`config.mk`:
```
export PLATFORM = sky130hd
export DESIGN_NAME = csa_mul
export DESIGN_NICKNAME = d
export VERILOG_FILES = /design/src/rtl/csa_pkg.sv /design/src/rtl/csa_mul.sv
export SDC_FILE = /design/constraint.sdc
export NUM_CORES = 2
export LEC_CHECK = 0
export BUFFER_PORTS_ARGS = -buffer_cell sky130_fd_sc_hd__buf_2
export CORE_MARGIN = 2
export CORE_UTILIZATION = 60
export CTS_CLUSTER_DIAMETER = 150
export DETAILED_ROUTE_END_ITERATION = 12
export PLACE_DENSITY = 0.81
export SLEW_MARGIN = 5
export SYNTH_ARGS = -nofsm -noshare
export SYNTH_HDL_FRONTEND = slang
export SYNTH_SLANG_ARGS = --single-unit
```
`constraint.sdc`:
```
create_clock -name clk -period 6.2 [get_ports clk]
set_input_delay 0 -clock clk [delete_from_list [all_inputs] [get_ports clk]]
set_output_delay 0 -clock clk [all_outputs]
set_load 0.02 [all_outputs]
```
`src/rtl/csa_pkg.sv`:
```
package csa_pkg;

  localparam int BODY_COUNT = 1024;
  localparam int BODY_W     = $clog2(BODY_COUNT);
  localparam int STRESS_W   = 32;
  localparam int NUM_W      = 60;
  localparam int AREA_W     = 34;
  localparam int MUL_AW     = 40;
  localparam int MUL_BW     = 20;
  localparam int MUL_PW     = MUL_AW + MUL_BW;
  localparam logic [17:0] PI_Q16 = 18'd205887;

  typedef enum logic [1:0] {
    OP_CLEAR = 2'd0,
    OP_ACC   = 2'd1,
    OP_READ  = 2'd2,
    OP_NONE  = 2'd3
  } op_t;

  typedef enum logic [1:0] {
    ST_OK   = 2'd0,
    ST_SAT  = 2'd1,
    ST_ZERO = 2'd2,
    ST_RSVD = 2'd3
  } status_t;

  typedef struct packed {
    logic [1:0]  operation;
    logic [9:0]  body_a;
    logic [9:0]  body_b;
    logic [15:0] radius_a;
    logic [15:0] radius_b;
    logic [47:0] normal_vec;
    logic [59:0] normal_force_vec;
    logic [59:0] shear_force_vec;
  } in_t;

  typedef struct packed {
    logic signed [31:0] normal_stress_x;
    logic signed [31:0] normal_stress_y;
    logic signed [31:0] normal_stress_z;
    logic signed [31:0] shear_stress_x;
    logic signed [31:0] shear_stress_y;
    logic signed [31:0] shear_stress_z;
    logic [1:0]         status;
  } out_t;

  // saturating add of a quotient into a store entry, returns {clipped, value}
  function automatic logic [STRESS_W:0] sat_add(logic signed [STRESS_W-1:0] old_v,
                                                logic signed [NUM_W-1:0] q);
    logic signed [63:0] sum;
    logic signed [63:0] hi;
    logic signed [63:0] lo;
    logic [STRESS_W:0]  res;
    sum = 64'(old_v) + 64'(q);
    hi  = (64'sd1 <<< (STRESS_W - 1)) - 64'sd1;
    lo  = -hi - 64'sd1;
    if (sum > hi) begin
      res = {1'b1, hi[STRESS_W-1:0]};
    end else if (sum < lo) begin
      res = {1'b1, lo[STRESS_W-1:0]};
    end else begin
      res = {1'b0, sum[STRESS_W-1:0]};
    end
    return res;
  endfunction

  // clip a stored value to the 32-bit result range, returns {clipped, value}
  function automatic logic [32:0] clamp32(logic signed [STRESS_W-1:0] v);
    logic signed [63:0] w;
    logic [32:0]        res;
    w = 64'(v);
    if (w > 64'sh7fffffff) begin
      res = {1'b1, 32'h7fffffff};
    end else if (w < -64'sh80000000) begin
      res = {1'b1, 32'h80000000};
    end else begin
      res = {1'b0, w[31:0]};
    end
    return res;
  endfunction

endpackage

```
`src/rtl/csa_mul.sv`:
```
module csa_mul (
  input  logic                               clk,
  input  logic signed [csa_pkg::MUL_AW-1:0]  op_a,
  input  logic signed [csa_pkg::MUL_BW-1:0]  op_b,
  output logic signed [csa_pkg::MUL_PW-1:0]  prod_r
);

  // shared signed multiplier, product registered
  always_ff @(posedge clk) begin
    prod_r <= op_a * op_b;
  end

endmodule

```
==> impl_metrics.py <==
metrics = {
    "global_routing": {
        "met3_usage": 0.0839,
        "grt_util_met1": 0.406,
        "grtUsageMet2": 0.582,
        "grt_busiest_layer": "met2",
        "grt_first_pass_wirelength_mm": 130,
        "grt.total_usage": 0.338,
        "grt-ovfl-total": 0,
        "grt_pass1_vias": 25684,
        "grt_max_degree": 30,
        "antenna_found_initial": 2,
    },
    "setup_path": {
        "required_ns": 6.46,
        "end_kind": "flip-flop",
        "path_class": "in -> reg",
        "crit_start": "op_b[5]",
        "cp_max_fo": 7,
        "arrival_ns": 6.45,
        "cp-start-kind": "primary input",
    },
    "placed_design": {
        "gp_congestion": 0.987,
        "hpwl_mm": 67.4,
        "dp.cells": 4168,
        "io_buffers": 120,
    },
    "clocking": {
        "cts_tree": "yes",
        "cts-root-buf": "clkbuf_16",
        "hold_buffers": 0,
        "numCtsBuffers": 9,
        "cts_sinks": 60,
        "cts_buffer_depth": 2,
        "cts-htree-levels": 3,
        "clk_pin_slew_ns": 0.06,
    },
    "final_layout": {
        "largestRegisters": "prod_r x60",
        "fin_util": 0.712,
        "drive_gt1_frac": 0.171,
        "stdcell_count": 4203,
        "final_common_cell": "inv_1",
        "largest_register_ffs": 60,
        "top_register": "prod_r",
        "final_nets": 4570,
        "final_cell_mix": "869 x inv_1, 768 x fa_1, 488 x nand2_1",
        "area_delta_synth_final_pct": 17.3,
    },
    "sta": {
        "setup_viol": 0,
        "grt_setup_unrepaired": "yes",
        "hold_ws_ns": 0.173,
        "hold_viol": 0,
        "maxSlewHeadroom": 0.501,
        "fmax_mhz": 161,
        "worst_slew_pin_slew_ns": 0.748,
        "fin_crit_sh": 0.999,
        "totalNegativeSetupSlack_ns": 0,
        "final-max-slew-violation-count": 0,
        "min_period_ns": 6.19,
    },
    "floorplan": {
        "pin_count": 121,
        "dieWidth_um": 224,
        "die-area_um2": 50000,
        "rows": 80,
        "initial_core_util": 0.607,
        "fp.coreArea_um2": 47600,
        "fp.dieH_um": 224,
    },
    "synthesis": {
        "yosys_warnings": 0,
        "synth_cell_types": 61,
        "synthArstFlopShare": 0,
        "ys.flop_type": "dfxtp_1",
        "avgSynthCellArea_um2": 8.95,
        "synth_area_leaders": "fa_1 54%, inv_1 11%, and2_1 6.8%",
        "synth_seq_cells": 60,
        "ys_seq_area_frac": 0.0415,
        "synth.net_count": 4220,
        "synth_area_um2": 28900,
        "synth_edf_count": 0,
        "yosysTopAreaCellShare": 0.540,
        "synth_top_area_cell": "fa_1",
        "synthCells": 3232,
    },
    "min_path": {
        "worst_hold_path_type": "in -> reg",
        "min_path_cells": 3,
        "hp-start": "op_a[0]",
    },
    "drt": {
        "viasPerCell": 5.43,
        "routedWlPerCell_um": 19.0,
        "routed_wl_mm": 80.0,
        "drt_first_pass_iters": 8,
        "drt-initial-drc-count": 1933,
        "vias": 22807,
        "drc": 0,
        "ant_nets": 0,
    },
    "flow_run": {
        "max-cap-violations": 0,
    },
    "run_status": {
        "status": "complete, no violations",
    },
}
[routing by layer]
layer  share of wire  vias to the layer above
met5         0.00010                        -
li1                -                     9856
met1            0.36                    11676
met4           0.047                        2
met3           0.093                      240
met2            0.50                     1033
[timing repair]
action                     in CTS  in global routing
gates cloned                    0                  4
resized for setup              21                133
buffers inserted                2                 12
setup endpoints to repair      18                 29
pin swaps                       8                 45
[cell families after synthesis]
family / Yosys count / share of synthesized area
adder cells (fa/ha/maj): 927 / 0.604
AO/OA/AOI/OAI: 196 / 0.0447
flip-flops: 60 / 0.0415
AND/OR/NAND/NOR: 932 / 0.154
buffers and inverters: 1052 / 0.137
XOR/XNOR: 65 / 0.0197
[area by class of cell]
class,instances,area (µm²)
Fill cell,3191,13700
Clock buffer,12,256
Clock inverter,4,95.1
Inverter,871,3270
Tap cell,615,769
Antenna cell,1,2.50
Timing Repair Buffer,520,4210
Multi-Input combinational cell,2120,24100
Sequential cell,60,1200
[path summary, 6_finish.rpt]
kind	endpoint
setup / recovery	prod_r[57]
hold / removal	prod_r[0]
[critical path: stages]
cell and delay, ns:
buf_8 0.13, buf_12 0.14, and2_1 0.16, fa_1 0.56, inv_1 0.07, fa_1 0.55, inv_1 0.07, fa_1 0.50
inv_1 0.05, fa_1 0.55, inv_1 0.05, fa_1 0.40, fa_1 0.52, inv_1 0.05, fa_1 0.47, inv_1 0.04
ha_1 0.29, a21oi_2 0.19, nand2_1 0.07, o31a_1 0.36, a211o_4 0.41, a41o_4 0.33, a21o_1 0.20, nor4_2 0.17
nor4_2 0.08
[through the flow]
step / instance area (µm²) / setup slack [ns]
6_report: 33900 / 0.00735
5_1_grt: 33900 / -0.231
4_1_cts: 33300 / 0.00983
3_5_place_dp: 32800 / -0.592
2_1_floorplan: 28900 / 0.0232
3_3_place_gp: 32800 / -0.562
[Yosys cell counts (3+ instances only)]
| library cell | number |
|---|---|
| a211oi_1 | 3 |
| a21boi_0 | 3 |
| a21o_1 | 21 |
| a21oi_1 | 67 |
| a21oi_2 | 3 |
| a31oi_1 | 9 |
| and2_1 | 313 |
| and3_1 | 5 |
| buf_2 | 3 |
| clkbuf_1 | 176 |
| dfxtp_1 | 60 |
| fa_1 | 780 |
| ha_1 | 147 |
| inv_1 | 870 |
| nand2_1 | 491 |
| nand2b_1 | 8 |
| nand3_1 | 13 |
| nand4_1 | 15 |
| nor2_1 | 65 |
| nor2b_1 | 3 |
| nor3_1 | 5 |
| nor4_1 | 3 |
| o21a_1 | 6 |
| o21ai_0 | 32 |
| o21ai_1 | 3 |
| o21bai_1 | 17 |
| o31ai_1 | 3 |
| xnor2_1 | 44 |
| xor2_1 | 21 |
Power is left out: the tool's default activity adds up to more than one toggle a clock period on the data nets, which glitch-free logic cannot reach.
