<file path="config.mk">
export PLATFORM = sky130hd
export DESIGN_NAME = csa_div
export DESIGN_NICKNAME = d
export VERILOG_FILES = /design/src/rtl/csa_pkg.sv /design/src/rtl/csa_div.sv
export SDC_FILE = /design/constraint.sdc
export NUM_CORES = 1
export LEC_CHECK = 0
export CORE_ASPECT_RATIO = 0.8
export CORE_MARGIN = 2
export CORE_UTILIZATION = 41
export DETAILED_ROUTE_END_ITERATION = 10
export DONT_BUFFER_PORTS = 1
export GPL_TIMING_DRIVEN = 0
export PLACE_DENSITY = 0.55
export SLEW_MARGIN = 20
export SYNTH_ARGS = -nofsm -noshare
export SYNTH_HDL_FRONTEND = slang
export SYNTH_SLANG_ARGS = --single-unit
</file>
<file path="constraint.sdc">
create_clock -name clk -period 4.1 [get_ports clk]
set_input_delay 0 -clock clk [delete_from_list [all_inputs] [get_ports clk]]
set_output_delay 0 -clock clk [all_outputs]
set_load 0.02 [all_outputs]
</file>
<file path="src/rtl/csa_pkg.sv">
package csa_pkg;

  localparam int BODY_COUNT = 1024;
  localparam int BODY_W     = $clog2(BODY_COUNT);
  localparam int STRESS_W   = 32;
  localparam int NUM_W      = 60;
  localparam int AREA_W     = 34;
  localparam int MUL_AW     = 40;
  localparam int MUL_BW     = 20;
  localparam int MUL_PW     = MUL_AW + MUL_BW;
  localparam logic [17:0] PI_Q16 = 18'd205887;

  typedef enum logic [1:0] {
    OP_CLEAR = 2'd0,
    OP_ACC   = 2'd1,
    OP_READ  = 2'd2,
    OP_NONE  = 2'd3
  } op_t;

  typedef enum logic [1:0] {
    ST_OK   = 2'd0,
    ST_SAT  = 2'd1,
    ST_ZERO = 2'd2,
    ST_RSVD = 2'd3
  } status_t;

  typedef struct packed {
    logic [1:0]  operation;
    logic [9:0]  body_a;
    logic [9:0]  body_b;
    logic [15:0] radius_a;
    logic [15:0] radius_b;
    logic [47:0] normal_vec;
    logic [59:0] normal_force_vec;
    logic [59:0] shear_force_vec;
  } in_t;

  typedef struct packed {
    logic signed [31:0] normal_stress_x;
    logic signed [31:0] normal_stress_y;
    logic signed [31:0] normal_stress_z;
    logic signed [31:0] shear_stress_x;
    logic signed [31:0] shear_stress_y;
    logic signed [31:0] shear_stress_z;
    logic [1:0]         status;
  } out_t;

  // saturating add of a quotient into a store entry, returns {clipped, value}
  function automatic logic [STRESS_W:0] sat_add(logic signed [STRESS_W-1:0] old_v,
                                                logic signed [NUM_W-1:0] q);
    logic signed [63:0] sum;
    logic signed [63:0] hi;
    logic signed [63:0] lo;
    logic [STRESS_W:0]  res;
    sum = 64'(old_v) + 64'(q);
    hi  = (64'sd1 <<< (STRESS_W - 1)) - 64'sd1;
    lo  = -hi - 64'sd1;
    if (sum > hi) begin
      res = {1'b1, hi[STRESS_W-1:0]};
    end else if (sum < lo) begin
      res = {1'b1, lo[STRESS_W-1:0]};
    end else begin
      res = {1'b0, sum[STRESS_W-1:0]};
    end
    return res;
  endfunction

  // clip a stored value to the 32-bit result range, returns {clipped, value}
  function automatic logic [32:0] clamp32(logic signed [STRESS_W-1:0] v);
    logic signed [63:0] w;
    logic [32:0]        res;
    w = 64'(v);
    if (w > 64'sh7fffffff) begin
      res = {1'b1, 32'h7fffffff};
    end else if (w < -64'sh80000000) begin
      res = {1'b1, 32'h80000000};
    end else begin
      res = {1'b0, w[31:0]};
    end
    return res;
  endfunction

endpackage

</file>
<file path="src/rtl/csa_div.sv">
module csa_div (
  input  logic                                clk,
  input  logic                                rst_n,
  input  logic                                start,
  input  logic signed [csa_pkg::NUM_W-1:0]    num,
  input  logic [csa_pkg::AREA_W-1:0]          den,
  output logic                                done_r,
  output logic signed [csa_pkg::NUM_W-1:0]    quo
);

  logic                              busy_r;
  logic                              neg_r;
  logic [csa_pkg::NUM_W-1:0]         q_r;
  logic [csa_pkg::AREA_W:0]          rem_r;
  logic [csa_pkg::AREA_W-1:0]        den_r;
  logic [5:0]                        cnt_r;
  logic [csa_pkg::AREA_W+1:0]        trial;
  logic [csa_pkg::NUM_W-1:0]         mag;

  assign mag   = num[csa_pkg::NUM_W-1] ? csa_pkg::NUM_W'(-num) : csa_pkg::NUM_W'(num);
  assign trial = {1'b0, rem_r[csa_pkg::AREA_W-1:0], q_r[csa_pkg::NUM_W-1]} - {2'b00, den_r};
  assign quo   = neg_r ? -$signed(q_r) : $signed(q_r);

  // restoring division on magnitudes, one quotient bit per cycle
  always_ff @(posedge clk) begin
    if (!rst_n) begin
      busy_r <= 1'b0;
      done_r <= 1'b0;
    end else begin
      done_r <= 1'b0;
      if (start && !busy_r) begin
        busy_r <= 1'b1;
        neg_r  <= num[csa_pkg::NUM_W-1];
        q_r    <= mag;
        rem_r  <= '0;
        den_r  <= den;
        cnt_r  <= '0;
      end else if (busy_r) begin
        if (!trial[csa_pkg::AREA_W+1]) begin
          rem_r <= trial[csa_pkg::AREA_W:0];
          q_r   <= {q_r[csa_pkg::NUM_W-2:0], 1'b1};
        end else begin
          rem_r <= {rem_r[csa_pkg::AREA_W-1:0], q_r[csa_pkg::NUM_W-1]};
          q_r   <= {q_r[csa_pkg::NUM_W-2:0], 1'b0};
        end
        cnt_r <= cnt_r + 6'd1;
        if (cnt_r == 6'(csa_pkg::NUM_W - 1)) begin
          busy_r <= 1'b0;
          done_r <= 1'b1;
        end
      end
    end
  end

endmodule

</file>
==> out/qor.txt, run 1 <==
layout filler cell count - 2249
Post-synth EDFFs - 135
DRC violation count after routing - 0
post-synth cell types - 68
share of layout cells above drive strength 1 - 7.613%
synthesis-to-layout area growth - 23.98%
most area-consuming cells after synthesis - sky130_fd_sc_hd__edfxtp_1 (41%), sky130_fd_sc_hd__xnor2_1 (6.9%), sky130_fd_sc_hd__xor2_1 (6.3%), sky130_fd_sc_hd__o21ai_0 (5.3%), sky130_fd_sc_hd__ha_1 (4.7%)
vias per std cell - 5.638
leakage power of the design - 4.571 nW
Pwr per Cell Area - 388.3 nW/um^2
initial core utilization - 41.75%
slew at the pin with the worst max-slew slack - 0.8527 ns
worst reg2reg path startpoint - q_r[59]$_DFFE_PP_
maximum clock frequency - 0.2508 GHz
number of flip-flops and latches in the synthesized netlist - 137
final count of hold timing violations - 0
clk slew on worst S/H paths - 0.06 ns
Clock Root Buffer - sky130_fd_sc_hd__clkbuf_16
DRC marker count from the first detailed-route iteration - 787
worst-case headroom to the max-slew limit - 42.55%
remaining number of nets flagged by the antenna check after routing - 0
synthesized cell area - 9769 sq um
final-layout setup total negative slack - 0 ns
vias after detailed routing - 8350
dominant cell type by area after synthesis - sky130_fd_sc_hd__edfxtp_1
proportion of synthesized chip area in sequential cells - 41.91%
simple-gate portion of the synthesized area - 16.14%
1st-pass router iterations - 6
multiplexer fraction of the synthesized cell area - 2.561%
share of flip-flops with an asynchronous set or reset after synthesis - 0%
area share of fa/ha/maj cells after synthesis - 4.944%
I/O Buffers - 0
Layout Skew - 0.01163 ns
global-route wire length before repair - 43310 um
worst hold start - num[21]
diodes inserted - 0
Slew Limit Fails - 0
area fraction of the dominant cell type after synthesis - 41.50%
residual overflow from global routing - 0
clock tree from TritonCTS - done
CP Data Arrival Time - 3.99 ns
Die Outline Area - 25090 sq um
synthesized net count - 1155
most repeated cell in the gate-level netlist after synthesis - sky130_fd_sc_hd__edfxtp_1
placed inst area - 10240 sq um
MaxCap Viol Count - 0
maximum fanout along the worst path - 7
global placer's final weighted congestion - 0.8561
area of the multi-input gates - 5390 sq um
startpoint kind of the worst setup timing path - flop
top cell types by occurrence after synthesis - sky130_fd_sc_hd__edfxtp_1 (135), sky130_fd_sc_hd__nand2_1 (121), sky130_fd_sc_hd__o21ai_0 (103)
synthesized area per cell - 9.578 sq um
class of the most critical setup path - reg2out
routed wire length per instance - 18.80 um
dominant combinational cell family by area after synthesis - compound AO/OA/AOI/OAI gates
path depth of the worst reg2reg path - 13
height of the die - 142.1 um
Core ar. - 23400 sq um
run status - completed
XOR/XNOR Fraction of Synth Area - 13.18%
Sequential cell area - 4094 sq um
top_reg_cell synth - sky130_fd_sc_hd__edfxtp_1
Warnings, synthesis - 0
internal reg-to-reg setup slack - 0.19 ns
Reg2Reg Capture Point - rem_r[30]$_SDFFCE_PP0P_
Final #Nets - 1291
Peak VDD IR - 0.2268 mV
end point of the critical path - quo[59]
global router's overall resource usage - 22.40%
H-Tree Depth - 4
type of the worst min-delay path - in2reg
DPL Wire Length - 19930 um
compound-gate portion of the synthesized area - 17.35%
total routed wirelength - 27840 um
maximum number of pins on one net before global-route repair - 48
vias in the first global route - 7836
number of standard-cell rows in the floorplan - 50
Clk Latency, worst-skew pair - 0.43 ns
instance count of the mapped netlist - 1020
count of pins on the block boundary - 158
Num CTS Buffers - 17
unrepaired setup endpoints after global routing - yes
post-route cell area - 12110 sq um
endpoint kind of the worst setup timing path - primary output
Clock Path Buffers - 2
Setup crit start - q_r[10]$_DFFE_PP_
time the worst path needs with I/O delays and setup - 3.986 ns
final setup violating endpoints - 0
part of the cycle the worst path needs - 97.23%
die width - 176.6 um
# clock sinks - 137
data required time at the worst endpoint - 4.10 ns
fraction of the core area covered by cells at the end of the flow - 51.76%
number of antenna violations at the first check in global routing - 1
==> repair_timing <==
action	CTS	global route
cloned	0	0
buffers inserted	0	7
setup endpoints to repair	5	29
hold buffers	107	0
pin swaps	0	2
hold endpoints to repair	111	0
resized for setup	4	15
==> critical path, stage by stage, from the launching register on <==
cell                       delay, ns
sky130_fd_sc_hd__edfxtp_1       0.47
sky130_fd_sc_hd__or4_4          0.57
sky130_fd_sc_hd__or4_4          0.47
sky130_fd_sc_hd__nor2_2         0.14
sky130_fd_sc_hd__nand2_1        0.13
sky130_fd_sc_hd__or3_4          0.39
sky130_fd_sc_hd__or2_0          0.21
sky130_fd_sc_hd__clkbuf_2       0.17
sky130_fd_sc_hd__or3_4          0.45
sky130_fd_sc_hd__o31ai_4        0.24
sky130_fd_sc_hd__xnor2_1        0.32
==> registers in the layout, indices dropped and copies added (netlist names) <==
register	count
busy_r	1
cnt_r	6
rem_r	34
q_r	60
done_r	1
den_r	34
neg_r	1
==> kinds of logic (layout without fill, tap and decap cells) <==
group	Yosys count	count (layout)
AOI/OAI and AO/OA	258	258
muxes	25	25
buffers and inverters	98	247
xor gates and xnor gates	147	147
adders and majority gates	38	38
and+or+nand+nor	317	317
DFF	137	137
==> metal layers <==
layer / part of all wire [%] / track usage [%] / up-vias
li1: - / - / 3986
met1: 49 / 33.56 / 4009
met2: 42 / 31.85 / 311
met3: 7.5 / 4.888 / 44
met4: 2.1 / 7.177 / 0
met5: 0 / 0 / -
==> worst min path at each step <==
stage	slack (ns)	to	cells past startpoint
final	0.02	q_r[23]$_DFFE_PP_	4
after global routing	0.03	q_r[9]$_DFFE_PP_	3
after floorplan	0.1	den_r[0]$_DFFE_PP_	0
after global placement	0.1	den_r[16]$_DFFE_PP_	0
after detailed placement	0.1	den_r[13]$_DFFE_PP_	0
after CTS	0.006	q_r[23]$_DFFE_PP_	4
==> final cells by class <==
class	count	area share, %
buffer	47	1.612
clock buffer	19	3.740
clock inverter	13	1.643
inverter	51	1.581
multi-input combinational	785	44.50
sequential	137	33.80
tap	312	3.223
timing repair buffer	117	9.897
==> per-stage QoR <==
stage / power (mW) / setup slack, ns / std cells / hold slack [ns]
global route: 4.940 / -0.04608 / 1481 / 0.03063
CTS: 4.715 / 0.02459 / 1474 / 0.005959
finish: 4.703 / 0.1135 / 1481 / 0.01600
global placement: 2.870 / -0.3497 / 1332 / 0.09892
detailed placement: 2.884 / -0.3036 / 1335 / 0.09891
floorplan: 2.638 / 0.6351 / 1020 / 0.09887
==> power breakdown <==
| group | internal [mW] | switching, mW | leakage [nW] | total [mW] |
|---|---|---|---|---|
| clock | 1.11 | 0.615 | 0.319 | 1.72 |
| sequential | 1.71 | 0.102 | 1.31 | 1.81 |
| combinational | 0.489 | 0.685 | 2.95 | 1.17 |
==> layout by cell type, fill, tap and decap left out, drive strengths merged, types with 7 or more instances in the layout <==
cell,synthesis,layout
nor3,11,11
a211oi,10,10
or4,24,24
o21ai,105,105
o41ai,19,19
edfxtp,135,135
xnor2,77,77
or2,8,8
o31ai,36,36
xor2,70,70
ha,37,37
nand3,16,16
buf,8,16
nor2,65,65
nand2b,10,10
clkbuf,39,60
nor4,8,8
a21o,18,18
inv,51,51
nand2,122,122
and3,7,7
a21oi,38,38
dlygate4sd3,0,107
or3,20,20
mux2i,25,25
Power figures use the tool's default switching activity.
==> inputs of run 2 (changes only) <==
Settings changed: ABC_AREA set to 1.
==> out/qor.txt, run 2 <==
run status - completed
CP Data Arrival Time - 3.24 ns
I/O Buffers - 0
number of flip-flops and latches in the synthesized netlist - 137
leakage power of the design - 6.360 nW
Post-synth EDFFs - 135
total routed wirelength - 48010 um
startpoint kind of the worst setup timing path - flop
Setup WS pre-CTS - 1.063 ns
number of antenna violations at the first check in global routing - 0
vias in the first global route - 11.56k
endpoint kind of the worst setup timing path - flop
Slew Limit Fails - 0
Setup Buffers After CTS - 0
proportion of synthesized chip area in sequential cells - 33.59%
Warnings, synthesis - 0
Num CTS Buffers - 17
global-route wire length before repair - 70900 um
initial core utilization - 41.61%
maximum number of pins on one net before global-route repair - 25
Clock Root Buffer - sky130_fd_sc_hd__clkbuf_16
vias after detailed routing - 12.76k
crit-path cells - nor2_1 > inv_1 > clkbuf_1 > clkbuf_1 > nor2_4 > buf_12
unrepaired setup endpoints after global routing - no
vias per std cell - 5.417
register containing the most flip-flops in the final layout - q_r
sum of internal, switching and leakage power - 5.371 mW
# hold bufs at CTS - 92
synthesized area per cell - 6.592 sq um
DRC marker count from the first detailed-route iteration - 1437
1st-pass router iterations - 6
remaining number of nets flagged by the antenna check after routing - 0
# clock sinks - 137
maximum clock frequency - 0.3222 GHz
diodes inserted - 0
H-Tree Depth - 4
die width - 196.8 um
final worst setup slack - 0.9960 ns
routed wire length per instance - 20.39 um
commonest cells after routing, fill and taps aside - sky130_fd_sc_hd__nand2_1 (553), sky130_fd_sc_hd__nor2_1 (288), sky130_fd_sc_hd__inv_1 (255)
instance count of the mapped netlist - 1849
Clk Latency, worst-skew pair - 0.45 ns
top routing layer in use - met4
max FFs per register - 60
number of buffer and inverter stages on the critical path - 4
residual overflow from global routing - 0
most frequent standard cell in the layout excluding fill and tap cells - sky130_fd_sc_hd__nand2_1
DPL Wire Length - 38040 um
worst-case headroom to the max-slew limit - 35.76%
biggest regs - q_r x60, den_r x34, rem_r x34
top cell types by occurrence after synthesis - sky130_fd_sc_hd__nand2_1 (553), sky130_fd_sc_hd__nor2_1 (289), sky130_fd_sc_hd__inv_1 (255)
area fraction of the dominant cell type after synthesis - 33.26%
type of the worst min-delay path - in2reg
Layout Skew - 0.01717 ns
Core ar. - 29290 sq um
final-layout setup total negative slack - 0 ns
most used cell along the critical path - sky130_fd_sc_hd__clkbuf_1
share of flip-flops with an asynchronous set or reset after synthesis - 0%
time the worst path needs with I/O delays and setup - 3.104 ns
dominant cell type by area after synthesis - sky130_fd_sc_hd__edfxtp_1
clk slew on worst S/H paths - 0.06 ns
maximum fanout along the worst path - 24
synthesis-to-layout area growth - 17.21%
Critical Path Slowest Stage Cell - sky130_fd_sc_hd__nor2_1
number of standard-cell rows in the floorplan - 56
top_reg_cell synth - sky130_fd_sc_hd__edfxtp_1
part of the cycle the worst path needs - 75.71%
count of pins on the block boundary - 158
Peak VDD IR - 0.3059 mV
met2 routed WL - 18250 um
global placer's final weighted congestion - 0.9745
internal reg-to-reg setup slack - 1.0 ns
clock tree from TritonCTS - done
height of the die - 158.2 um
global router's overall resource usage - 30.98%
most repeated cell in the gate-level netlist after synthesis - sky130_fd_sc_hd__nand2_1
slew at the pin with the worst max-slew slack - 0.9535 ns
Pwr per Cell Area - 376.0 nW/um^2
synthesized net count - 1984
routed length on met1 - 23490 um
MaxCap Viol Count - 0
share of layout cells above drive strength 1 - 4.651%
post-CTS resize count - 0
fraction of the core area covered by cells at the end of the flow - 48.77%
synthesized cell area - 12190 sq um
met3 WL - 5606 um
post-synth cell types - 47
final setup violating endpoints - 0
data required time at the worst endpoint - 4.24 ns
Final #Nets - 2101
delay of the slowest cell on the worst path - 0.57 ns
class of the most critical setup path - reg2reg
gate family responsible for the most delay along the worst path - buffers and inverters
final count of hold timing violations - 0
Clock Path Buffers - 2
Die Outline Area - 31130 sq um
most area-consuming cells after synthesis - sky130_fd_sc_hd__edfxtp_1 (33%), sky130_fd_sc_hd__nand2_1 (17%), sky130_fd_sc_hd__nor2_1 (8.9%), sky130_fd_sc_hd__inv_1 (7.9%), sky130_fd_sc_hd__xor2_1 (6.5%)
DRC violation count after routing - 0
==> run 2: cell count changes in the layout (fill, tap and decap cells not counted), moves of 18 or more <==
cell / previous run / this run
sky130_fd_sc_hd__xor2_1: 67 / 90
sky130_fd_sc_hd__nand3_1: 16 / 140
sky130_fd_sc_hd__inv_1: 51 / 255
sky130_fd_sc_hd__nand4_1: 3 / 27
sky130_fd_sc_hd__mux2i_1: 25 / 0
sky130_fd_sc_hd__nor3_1: 11 / 29
sky130_fd_sc_hd__xnor2_1: 76 / 12
sky130_fd_sc_hd__nor2_1: 63 / 288
sky130_fd_sc_hd__or4_1: 22 / 0
sky130_fd_sc_hd__o31ai_1: 32 / 6
sky130_fd_sc_hd__nand2_1: 119 / 553
==> run 2: power breakdown <==
part	total (mW)	switching, mW	internal, mW
sequential	1.93	0.145	1.78
combinational	1.97	1.34	0.625
clock	1.48	0.654	0.824
total	5.37	2.14	3.23
==> run 2: tightest hold or removal path, delay by kind of cell <==
| family | cells | cell delay (ns) |
|---|---|---|
| AND/OR/NAND/NOR | 2 | 0.20 |
| AO/OA/AOI/OAI | 1 | 0.11 |
| buffers and inverters | 1 | 0.05 |
==> run 2: final cells by class <==
cell class / instances / area (sq um)
Inverter: 264 / 991.0
Timing Repair Buffer: 98 / 1071
Sequential cell: 137 / 4094
Multi-Input combinational cell: 1408 / 6940
Tap cell: 377 / 471.7
Fill cell: 3025 / 15000
Buffer: 40 / 181.4
Clock buffer: 18 / 429.2
Clock inverter: 13 / 106.4
==> run 2: cells by family (layout without fill, tap and decap cells) <==
family / after synthesis / in the layout / share of synthesized area [%]
and+or+nand+nor: 1095 / 1095 / 37.86
buffers and inverters: 304 / 433 / 9.619
AOI/OAI and AO/OA: 173 / 173 / 7.638
DFF: 137 / 137 / 33.59
xor gates and xnor gates: 102 / 102 / 7.330
adders and majority gates: 38 / 38 / 3.963
==> run 2: stage by stage <==
stage / hold WS [ns] / std cells / area, sq um
final: 0.02276 / 2355 / 14290
after global routing: 0.03279 / 2355 / 14290
after CTS: 0.004779 / 2355 / 14290
after detailed placement: 0.09891 / 2232 / 12830
after global placement: 0.09892 / 2226 / 12660
after floorplan: 0.09887 / 1849 / 12190
==> run 2: layer usage <==
metal | vias up | global-route usage (%)
met5 | - | 0
met4 | 0 | 6.337
met3 | 55 | 9.629
met2 | 623 | 41.51
met1 | 5921 | 47.75
li1 | 6157 | -
==> run 2: path summary, 6_finish.rpt <==
check	from	endpoint	cells after the start
max reg2reg	busy_r$_SDFF_PN0_	den_r[25]$_DFFE_PP_	6
max	busy_r$_SDFF_PN0_	den_r[25]$_DFFE_PP_	6
min reg2reg	busy_r$_SDFF_PN0_	done_r$_SDFF_PP0_	2
min	num[47]	q_r[47]$_DFFE_PP_	4
